[src/buffer_slot_allocator_core_defines.svh]
// ----------------------------------------------------------------------------
// Slot allocator assertion macros
// Shared concurrent assertion forms, clocked on clk and held off during reset.
// ----------------------------------------------------------------------------
`ifndef BUFFER_SLOT_ALLOCATOR_CORE_DEFINES_SVH
`define BUFFER_SLOT_ALLOCATOR_CORE_DEFINES_SVH

// Same-cycle implication
`define BSA_ASSERT_IMPL(lbl, ante, cons) \
  lbl: assert property (@(posedge clk) disable iff (!rst_n) (ante) |-> (cons)) \
    else $error("slot allocator check failed");

// Next-cycle implication
`define BSA_ASSERT_NEXT(lbl, ante, cons) \
  lbl: assert property (@(posedge clk) disable iff (!rst_n) (ante) |=> (cons)) \
    else $error("slot allocator check failed");

`endif

[src/bsa_pkg.sv]
// ----------------------------------------------------------------------------
// Slot allocator package
// Beat types, operation and status codes for the slot allocator.
// ----------------------------------------------------------------------------
package bsa_pkg;

  localparam int SLOT_W = 8;
  localparam int ARG_W  = 16;

  // Unused slot marker on the argument field
  localparam logic [ARG_W-1:0] SENTINEL_SLOT = 16'hFFFF;

  typedef enum logic [1:0] {
    OP_ALLOC   = 2'd0,
    OP_RELEASE = 2'd1,
    OP_RESET   = 2'd2
  } op_e;

  typedef enum logic [1:0] {
    ST_DONE      = 2'd0,
    ST_EXHAUSTED = 2'd1,
    ST_IGNORED   = 2'd2
  } status_e;

  typedef struct packed {
    op_e              operation;
    logic [ARG_W-1:0] slot_or_mark;
  } in_item_t;

  typedef struct packed {
    logic [SLOT_W-1:0] slot;
    status_e           status;
  } out_item_t;

endpackage

[src/buffer_slot_allocator_core.sv]
// ----------------------------------------------------------------------------
// Buffer slot allocator core
// Free-list stack allocator with a bump cursor behind it.
// ----------------------------------------------------------------------------
// A command beat is taken when start is high and busy is low; every command
// gives one result beat, shown for a single cycle with out_valid high, and the
// receiver must take it then: there is no back-pressure. Allocate pops the
// most recently released slot, else takes the bump cursor (stepping over the
// reserved slot) and reports exhaustion at the pool end. Release pushes a slot;
// bad releases are ignored. Reset-to-mark lowers the cursor and compacts the
// free stack in order. Timing: release, cursor allocate and ignored commands
// give their registered result in the cycle after start and busy stays low;
// an allocate from the stack reads the stack memory, holds busy in S_POP and
// registers the read entry as its result; a reset-to-mark walks the stack in
// S_CMP through its single read port and one write port before the result.
// The stack memory needs no clearing after reset: only entries below free_count
// are read.
// ----------------------------------------------------------------------------
`include "buffer_slot_allocator_core_defines.svh"

module buffer_slot_allocator_core
  import bsa_pkg::*;
#(
  parameter int POOL_SIZE     = 256,
  parameter int RESERVED_SLOT = 255
) (
  input  logic      clk,
  input  logic      rst_n,
  input  logic      start,
  input  in_item_t  in_item,
  output logic      busy,
  output logic      out_valid,
  output out_item_t out_item
);

  localparam int IDX_W = (POOL_SIZE > 1) ? $clog2(POOL_SIZE) : 1;
  localparam int CNT_W = $clog2(POOL_SIZE + 1);
  localparam int CUR_W = $clog2(POOL_SIZE + 2);

  localparam logic [ARG_W-1:0] POOL_ARG = ARG_W'(POOL_SIZE);
  localparam logic [ARG_W-1:0] RSV_ARG  = ARG_W'(RESERVED_SLOT);
  localparam logic [CNT_W-1:0] POOL_CNT = CNT_W'(POOL_SIZE);

  typedef enum logic [1:0] {
    S_IDLE,
    S_POP,
    S_CMP
  } state_t;

  state_t            state_r,      state_nxt;
  logic [CUR_W-1:0]  cursor_r,     cursor_nxt;
  logic [CNT_W-1:0]  free_count_r, free_count_nxt;
  logic [CNT_W-1:0]  rd_cnt_r,     rd_cnt_nxt;
  logic [CNT_W-1:0]  wr_cnt_r,     wr_cnt_nxt;
  logic              pend_r,       pend_nxt;
  logic              out_valid_r,  out_valid_nxt;
  out_item_t         out_item_r,   out_item_nxt;

  // Free stack storage
  logic [IDX_W-1:0]  mem [POOL_SIZE];
  logic [IDX_W-1:0]  rd_data_r;
  logic              mem_we;
  logic [IDX_W-1:0]  mem_waddr;
  logic [IDX_W-1:0]  mem_wdata;
  logic              mem_re;
  logic [IDX_W-1:0]  mem_raddr;

  logic              accept;
  logic [ARG_W-1:0]  arg;
  logic [ARG_W-1:0]  cur_arg;
  logic [CUR_W-1:0]  bump;
  logic              release_bad;

  assign busy    = (state_r != S_IDLE);
  assign accept  = start && !busy;
  assign arg     = in_item.slot_or_mark;
  assign cur_arg = ARG_W'(cursor_r);

  // Bump candidate, stepping over the reserved slot
  assign bump = (cur_arg == RSV_ARG) ? cursor_r + CUR_W'(1) : cursor_r;

  assign release_bad = (arg == SENTINEL_SLOT) || (arg >= POOL_ARG) ||
                       (arg >= cur_arg) || (arg == RSV_ARG) ||
                       (free_count_r >= POOL_CNT);

  // Sequencer next-state and memory port control
  always_comb begin
    state_nxt      = state_r;
    cursor_nxt     = cursor_r;
    free_count_nxt = free_count_r;
    rd_cnt_nxt     = rd_cnt_r;
    wr_cnt_nxt     = wr_cnt_r;
    pend_nxt       = pend_r;
    out_valid_nxt  = 1'b0;
    out_item_nxt   = out_item_r;
    mem_we         = 1'b0;
    mem_waddr      = IDX_W'(free_count_r);
    mem_wdata      = IDX_W'(arg);
    mem_re         = 1'b0;
    mem_raddr      = IDX_W'(rd_cnt_r);

    case (state_r)
      S_IDLE: begin
        if (accept) begin
          out_valid_nxt = 1'b1;
          out_item_nxt  = '{slot: '0, status: ST_IGNORED};
          case (in_item.operation)
            OP_ALLOC: begin
              if (free_count_r != '0) begin
                // Pop: read the top entry, result follows
                free_count_nxt = free_count_r - CNT_W'(1);
                mem_re         = 1'b1;
                mem_raddr      = IDX_W'(free_count_r - CNT_W'(1));
                out_valid_nxt  = 1'b0;
                state_nxt      = S_POP;
              end else if (ARG_W'(bump) >= POOL_ARG) begin
                cursor_nxt   = bump;
                out_item_nxt = '{slot: '0, status: ST_EXHAUSTED};
              end else begin
                cursor_nxt   = bump + CUR_W'(1);
                out_item_nxt = '{slot: SLOT_W'(bump), status: ST_DONE};
              end
            end
            OP_RELEASE: begin
              if (!release_bad) begin
                mem_we         = 1'b1;
                free_count_nxt = free_count_r + CNT_W'(1);
                out_item_nxt   = '{slot: '0, status: ST_DONE};
              end
            end
            OP_RESET: begin
              if (arg <= cur_arg) begin
                cursor_nxt    = CUR_W'(arg);
                rd_cnt_nxt    = '0;
                wr_cnt_nxt    = '0;
                pend_nxt      = 1'b0;
                out_valid_nxt = 1'b0;
                state_nxt     = S_CMP;
              end
            end
            default: begin
              out_item_nxt = '{slot: '0, status: ST_IGNORED};
            end
          endcase
        end
      end

      S_POP: begin
        out_valid_nxt = 1'b1;
        out_item_nxt  = '{slot: SLOT_W'(rd_data_r), status: ST_DONE};
        state_nxt     = S_IDLE;
      end

      S_CMP: begin
        // Issue the next read while entries remain
        if (rd_cnt_r != free_count_r) begin
          mem_re     = 1'b1;
          mem_raddr  = IDX_W'(rd_cnt_r);
          rd_cnt_nxt = rd_cnt_r + CNT_W'(1);
          pend_nxt   = 1'b1;
        end else begin
          pend_nxt = 1'b0;
        end
        // Keep an entry below the mark, packing it down
        if (pend_r && (CUR_W'(rd_data_r) < cursor_r)) begin
          mem_we     = 1'b1;
          mem_waddr  = IDX_W'(wr_cnt_r);
          mem_wdata  = rd_data_r;
          wr_cnt_nxt = wr_cnt_r + CNT_W'(1);
        end
        // Finish once the walk has drained
        if ((rd_cnt_r == free_count_r) && !pend_r) begin
          free_count_nxt = wr_cnt_r;
          out_valid_nxt  = 1'b1;
          out_item_nxt   = '{slot: '0, status: ST_DONE};
          state_nxt      = S_IDLE;
        end
      end

      default: begin
        state_nxt = S_IDLE;
      end
    endcase
  end

  // Hold state and registered outputs
  always_ff @(posedge clk) begin
    if (!rst_n) begin
      state_r      <= S_IDLE;
      cursor_r     <= '0;
      free_count_r <= '0;
      rd_cnt_r     <= '0;
      wr_cnt_r     <= '0;
      pend_r       <= 1'b0;
      out_valid_r  <= 1'b0;
    end else begin
      state_r      <= state_nxt;
      cursor_r     <= cursor_nxt;
      free_count_r <= free_count_nxt;
      rd_cnt_r     <= rd_cnt_nxt;
      wr_cnt_r     <= wr_cnt_nxt;
      pend_r       <= pend_nxt;
      out_valid_r  <= out_valid_nxt;
    end
    out_item_r <= out_item_nxt;
  end

  // Free stack memory: one write, one registered read per cycle
  always_ff @(posedge clk) begin
    if (mem_we) begin
      mem[mem_waddr] <= mem_wdata;
    end
    if (mem_re) begin
      rd_data_r <= mem[mem_raddr];
    end
  end

  assign out_valid = out_valid_r;
  assign out_item  = out_item_r;

  // Checks
  `BSA_ASSERT_IMPL(a_count_bound, 1'b1, free_count_r <= POOL_CNT)
  `BSA_ASSERT_IMPL(a_pack_behind, state_r == S_CMP, wr_cnt_r <= rd_cnt_r)
  `BSA_ASSERT_NEXT(a_pop_result, state_r == S_POP, out_valid && (out_item.status == ST_DONE))
  `BSA_ASSERT_NEXT(a_release_quick, accept && (in_item.operation == OP_RELEASE), out_valid && !busy)

endmodule
[config.mk]
export PLATFORM = sky130hd
export DESIGN_NAME = buffer_slot_allocator_core
export DESIGN_NICKNAME = d
export VERILOG_FILES = /design/src/bsa_pkg.sv /design/src/buffer_slot_allocator_core.sv
export VERILOG_INCLUDE_DIRS = /design/src /design/src/src
export SDC_FILE = /design/constraint.sdc
export NUM_CORES = 2
export LEC_CHECK = 0
export CORE_MARGIN = 4
export CORE_UTILIZATION = 60
export DETAILED_ROUTE_END_ITERATION = 8
export DONT_BUFFER_PORTS = 1
export PLACE_DENSITY = 0.76
export SLEW_MARGIN = 20
export SYNTH_ARGS = -nofsm -noshare
export SYNTH_HDL_FRONTEND = slang
export SYNTH_SLANG_ARGS = --single-unit
[constraint.sdc]
create_clock -name clk -period 28.7 [get_ports clk]
set_clock_uncertainty 0.1 [all_clocks]
set_input_delay 1.435 -clock clk [delete_from_list [all_inputs] [get_ports clk]]
set_output_delay 1.435 -clock clk [all_outputs]
set_load 0.02 [all_outputs]
==> metrics.md <==
| Metric | Value |
|---|---|
| Yosys warnings | 0 |
| Post-route minimum period | 7.758 ns |
| Multiplexer area fraction after synthesis | 3.864% |
| Finished Cell Area | 94110 um2 |
| Setup_tns | 0 ns |
| Synth top area cells | edfxtp_1, nand2_1, mux2i_1 |
| Crit path cell chain | clkinv_1, ha_1, nor4b_1, a21boi_2, buf_4, o21ai_4, buf_4, buf_4, buf_4, buf_4, mux2i_1, a22oi_1, a22oi_1, nand3_1, a32o_1, o31ai_1, nand3_1 |
| Yosys reg bits | 2106 |
| WP buf/inv | 6 |
| Slew @ Worst Pin | 1.250 ns |
| Finished Layout Cells | 8351 |
| Starting DRT DRC Count | 9489 |
| Total CTS buffers | 201 |
| GP Congestion | 0.9479 |
| Worst-path maximum fanout | 68 |
| CP max stage cell | buf_4 |
| Final nets | 6341 |
| Clock slew at reported path FFs | 0.06 ns |
| I/O Buffers | 0 |
| Critical Path Most Common Cell | buf_4 |
| Post-synth top area share | 71.92% |
| Io pins | 33 |
| Initial core utilization | 60.70% |
| Outcome | completed |
| Compound-cell area share of the yosys netlist | 7.819% |
| LEAKAGE | 0.03136 uW |
| Fmax | 128.9 MHz |
| DP HPWL | 156100 um |
| Vias in the first global route | 53700 |
| Syn Std Cell Area | 86260 um2 |
| CTS Hold Bufs | 0 |
| Largest net degree at the start of global routing | 197 |
| Post-CTS resize count | 0 |
| Total grt overflow | 0 |
| Simple-gate portion of the synthesized area | 12.05% |
| Crit start category | register |
| Core Footprint | 142100 um2 |
| TritonRoute pass-1 iters | 7 |
| Top post-synthesis cells by count | edfxtp_1, nand2_1, nand3_1 |
| Async set-reset flop share out of synthesis | 0% |
| Syn avg cell area | 13.51 um2 |
| Largest family of logic cells by synthesized area | simple AND/OR/NAND/NOR gates |
| Post-synth EDFFs | 2066 |
| # rows | 138 |
| Crit path DAT | 8.23 ns |
| Overall power | 6304 uW |
| RSZ-0062 raised after global routing | false |
| CTS Sinks | 2106 |
| Layout area overhead | 9.102% |
| Post CTS Setup Buffer Count | 0 |
| Synth unique cells | 91 |
| Max Cap Violations | 0 |
| Worst path top cell family by delay | buffers and inverters |
| Post-layout util | 66.22% |
| CTS tree | done |
| Slowest stage delay, CP | 0.84 ns |
| Critical Path RT | 29.17 ns |
| Final period utilization | 27.03% |
| Post-DP Area | 87820 um2 |
| DR WL/cell | 31.60 um |
| HP Class | reg -> reg |
| Clk root buf | clkbuf_16 |
| Initial antenna violation count | 15 |
| Pwr/cell area | 66.99 nW/um2 |
| Vias after detailed routing | 57320 |
| Die W | 387.2 um |
| Most common cell in the netlist | edfxtp_1 |
| Pins Over Slew Limit | 0 |
| Share of layout cells above drive strength 1 | 7.688% |
| Syn_nets | 6434 |
| DRC violations left | 0 |
| Via-to-Cell Ratio | 6.864 |
| Post-synthesis cell type with the largest combined area | edfxtp_1 |
| Final WL | 263900 um |
| CP endpoint kind | register |
| Post-synthesis adder-cell area fraction | 0.4207% |
| First-pass GRT wire length | 375500 um |
| Final hold viol count | 0 |
| Longest Clk Path Bufs | 3 |
| Syn Inst Count | 6384 |
| CTS HTree Levels | 4 |
| Post-synthesis sequential area ratio | 72.85% |
| Die height | 387.2 um |
| Placed Cells | 7977 |
| Remaining antenna violation count | 0 |
| Setup violations, final | 0 |
| Clk_lat worst skew | 0.87 ns |
| Post-synth top flop | edfxtp_1 |
| Tot GR Track Use | 34.49% |
| XOR/XNOR share of the synthesized area | 0.2843% |
| Worst setup path category | reg -> reg |
| Headroom to the max-slew limit | 16.34% |
| Maximum vdd drop | 0.07233 mV |
| Full die area | 149900 um2 |
[worst register-to-register path, delay by kind of cell (launching register included)]
family | cells | cell delay [ns]
AOI/OAI and AO/OA | 6 | 2.17
and+or+nand+nor | 3 | 0.72
DFF | 1 | 0.47
muxes | 1 | 0.30
adders and majority gates | 1 | 0.21
buffers and inverters | 6 | 3.54
[path summary, 6_finish.rpt]
kind,start,end,slack [ns],cells past startpoint
max,free_count_r[0],rd_data_r[6],20.94,17
min reg2reg,wr_cnt_r[8],wr_cnt_r[8],0.42,2
min,wr_cnt_r[8],wr_cnt_r[8],0.42,2
max reg2reg,free_count_r[0],rd_data_r[6],20.94,17
[stage by stage]
stage	hold slack, ns	setup WS [ns]
6_report	0.4226	20.94
5_1_grt	0.4428	20.79
3_5_place_dp	0.4092	20.75
2_1_floorplan	0.3584	14.48
4_1_cts	0.4216	21.24
3_3_place_gp	0.3752	20.98
[layout make-up]
type / instances / area, um2
well taps: 1890 / 2365
flip-flops and latches: 2106 / 62840
fillers: 9591 / 48000
clock buffers: 258 / 5244
inverters: 22 / 82.58
clock inverters: 106 / 960.9
diodes: 9 / 22.52
repair buffers: 126 / 1106
multi-input cells: 3834 / 21490
[logic make-up (layout without fill, tap and decap cells)]
| group | after synthesis | after routing |
|---|---|---|
| buf+inv | 444 | 512 |
| fa+ha+maj | 29 | 29 |
| mux | 319 | 319 |
| simple gates | 2448 | 2448 |
| flops | 2106 | 2106 |
| compound gates | 1010 | 1010 |
| other cells | 0 | 9 |
| xor+xnor | 28 | 28 |
[per-layer routing]
layer | share of wire, % | vias up | global-route usage [%] | routed length, um
met5 | 0.0099 | - | 0 | 26
met2 | 43 | 4843 | 49.03 | 113000
met3 | 16 | 965 | 12.13 | 42020
met4 | 7.3 | 4 | 21.32 | 19340
li1 | - | 23810 | - | -
met1 | 34 | 27700 | 45.80 | 89550
[cells in the final DEF, fill, tap and decap left out, types with 79 or more instances in the layout]
| cell type | count |
|---|---|
| edfxtp_1 | 2066 |
| clkbuf_16 | 201 |
| buf_4 | 110 |
| mux2i_1 | 294 |
| a31oi_1 | 95 |
| a22oi_1 | 79 |
| nor2_1 | 347 |
| nand2_1 | 1369 |
| a21oi_1 | 348 |
| nand3_1 | 428 |
[flip-flops by register name, summed over array words and instances, names as in the netlist]
| signal | cells |
|---|---|
| wr_cnt_r | 9 |
| mem | 2048 |
| out_item | 10 |
| rd_cnt_r | 9 |
| out_valid | 1 |
| free_count_r | 9 |
| cursor_r | 9 |
| pend_r | 1 |
| rd_data_r | 8 |
| state_r | 2 |
[power by group]
part	leakage [uW]	switching, uW	internal [uW]
registers	0.0189	7.00	3380
logic	0.00948	296	91.4
clock network	0.00299	1160	1370
total	0.0314	1460	4840
(Power assumes the default switching activity.)
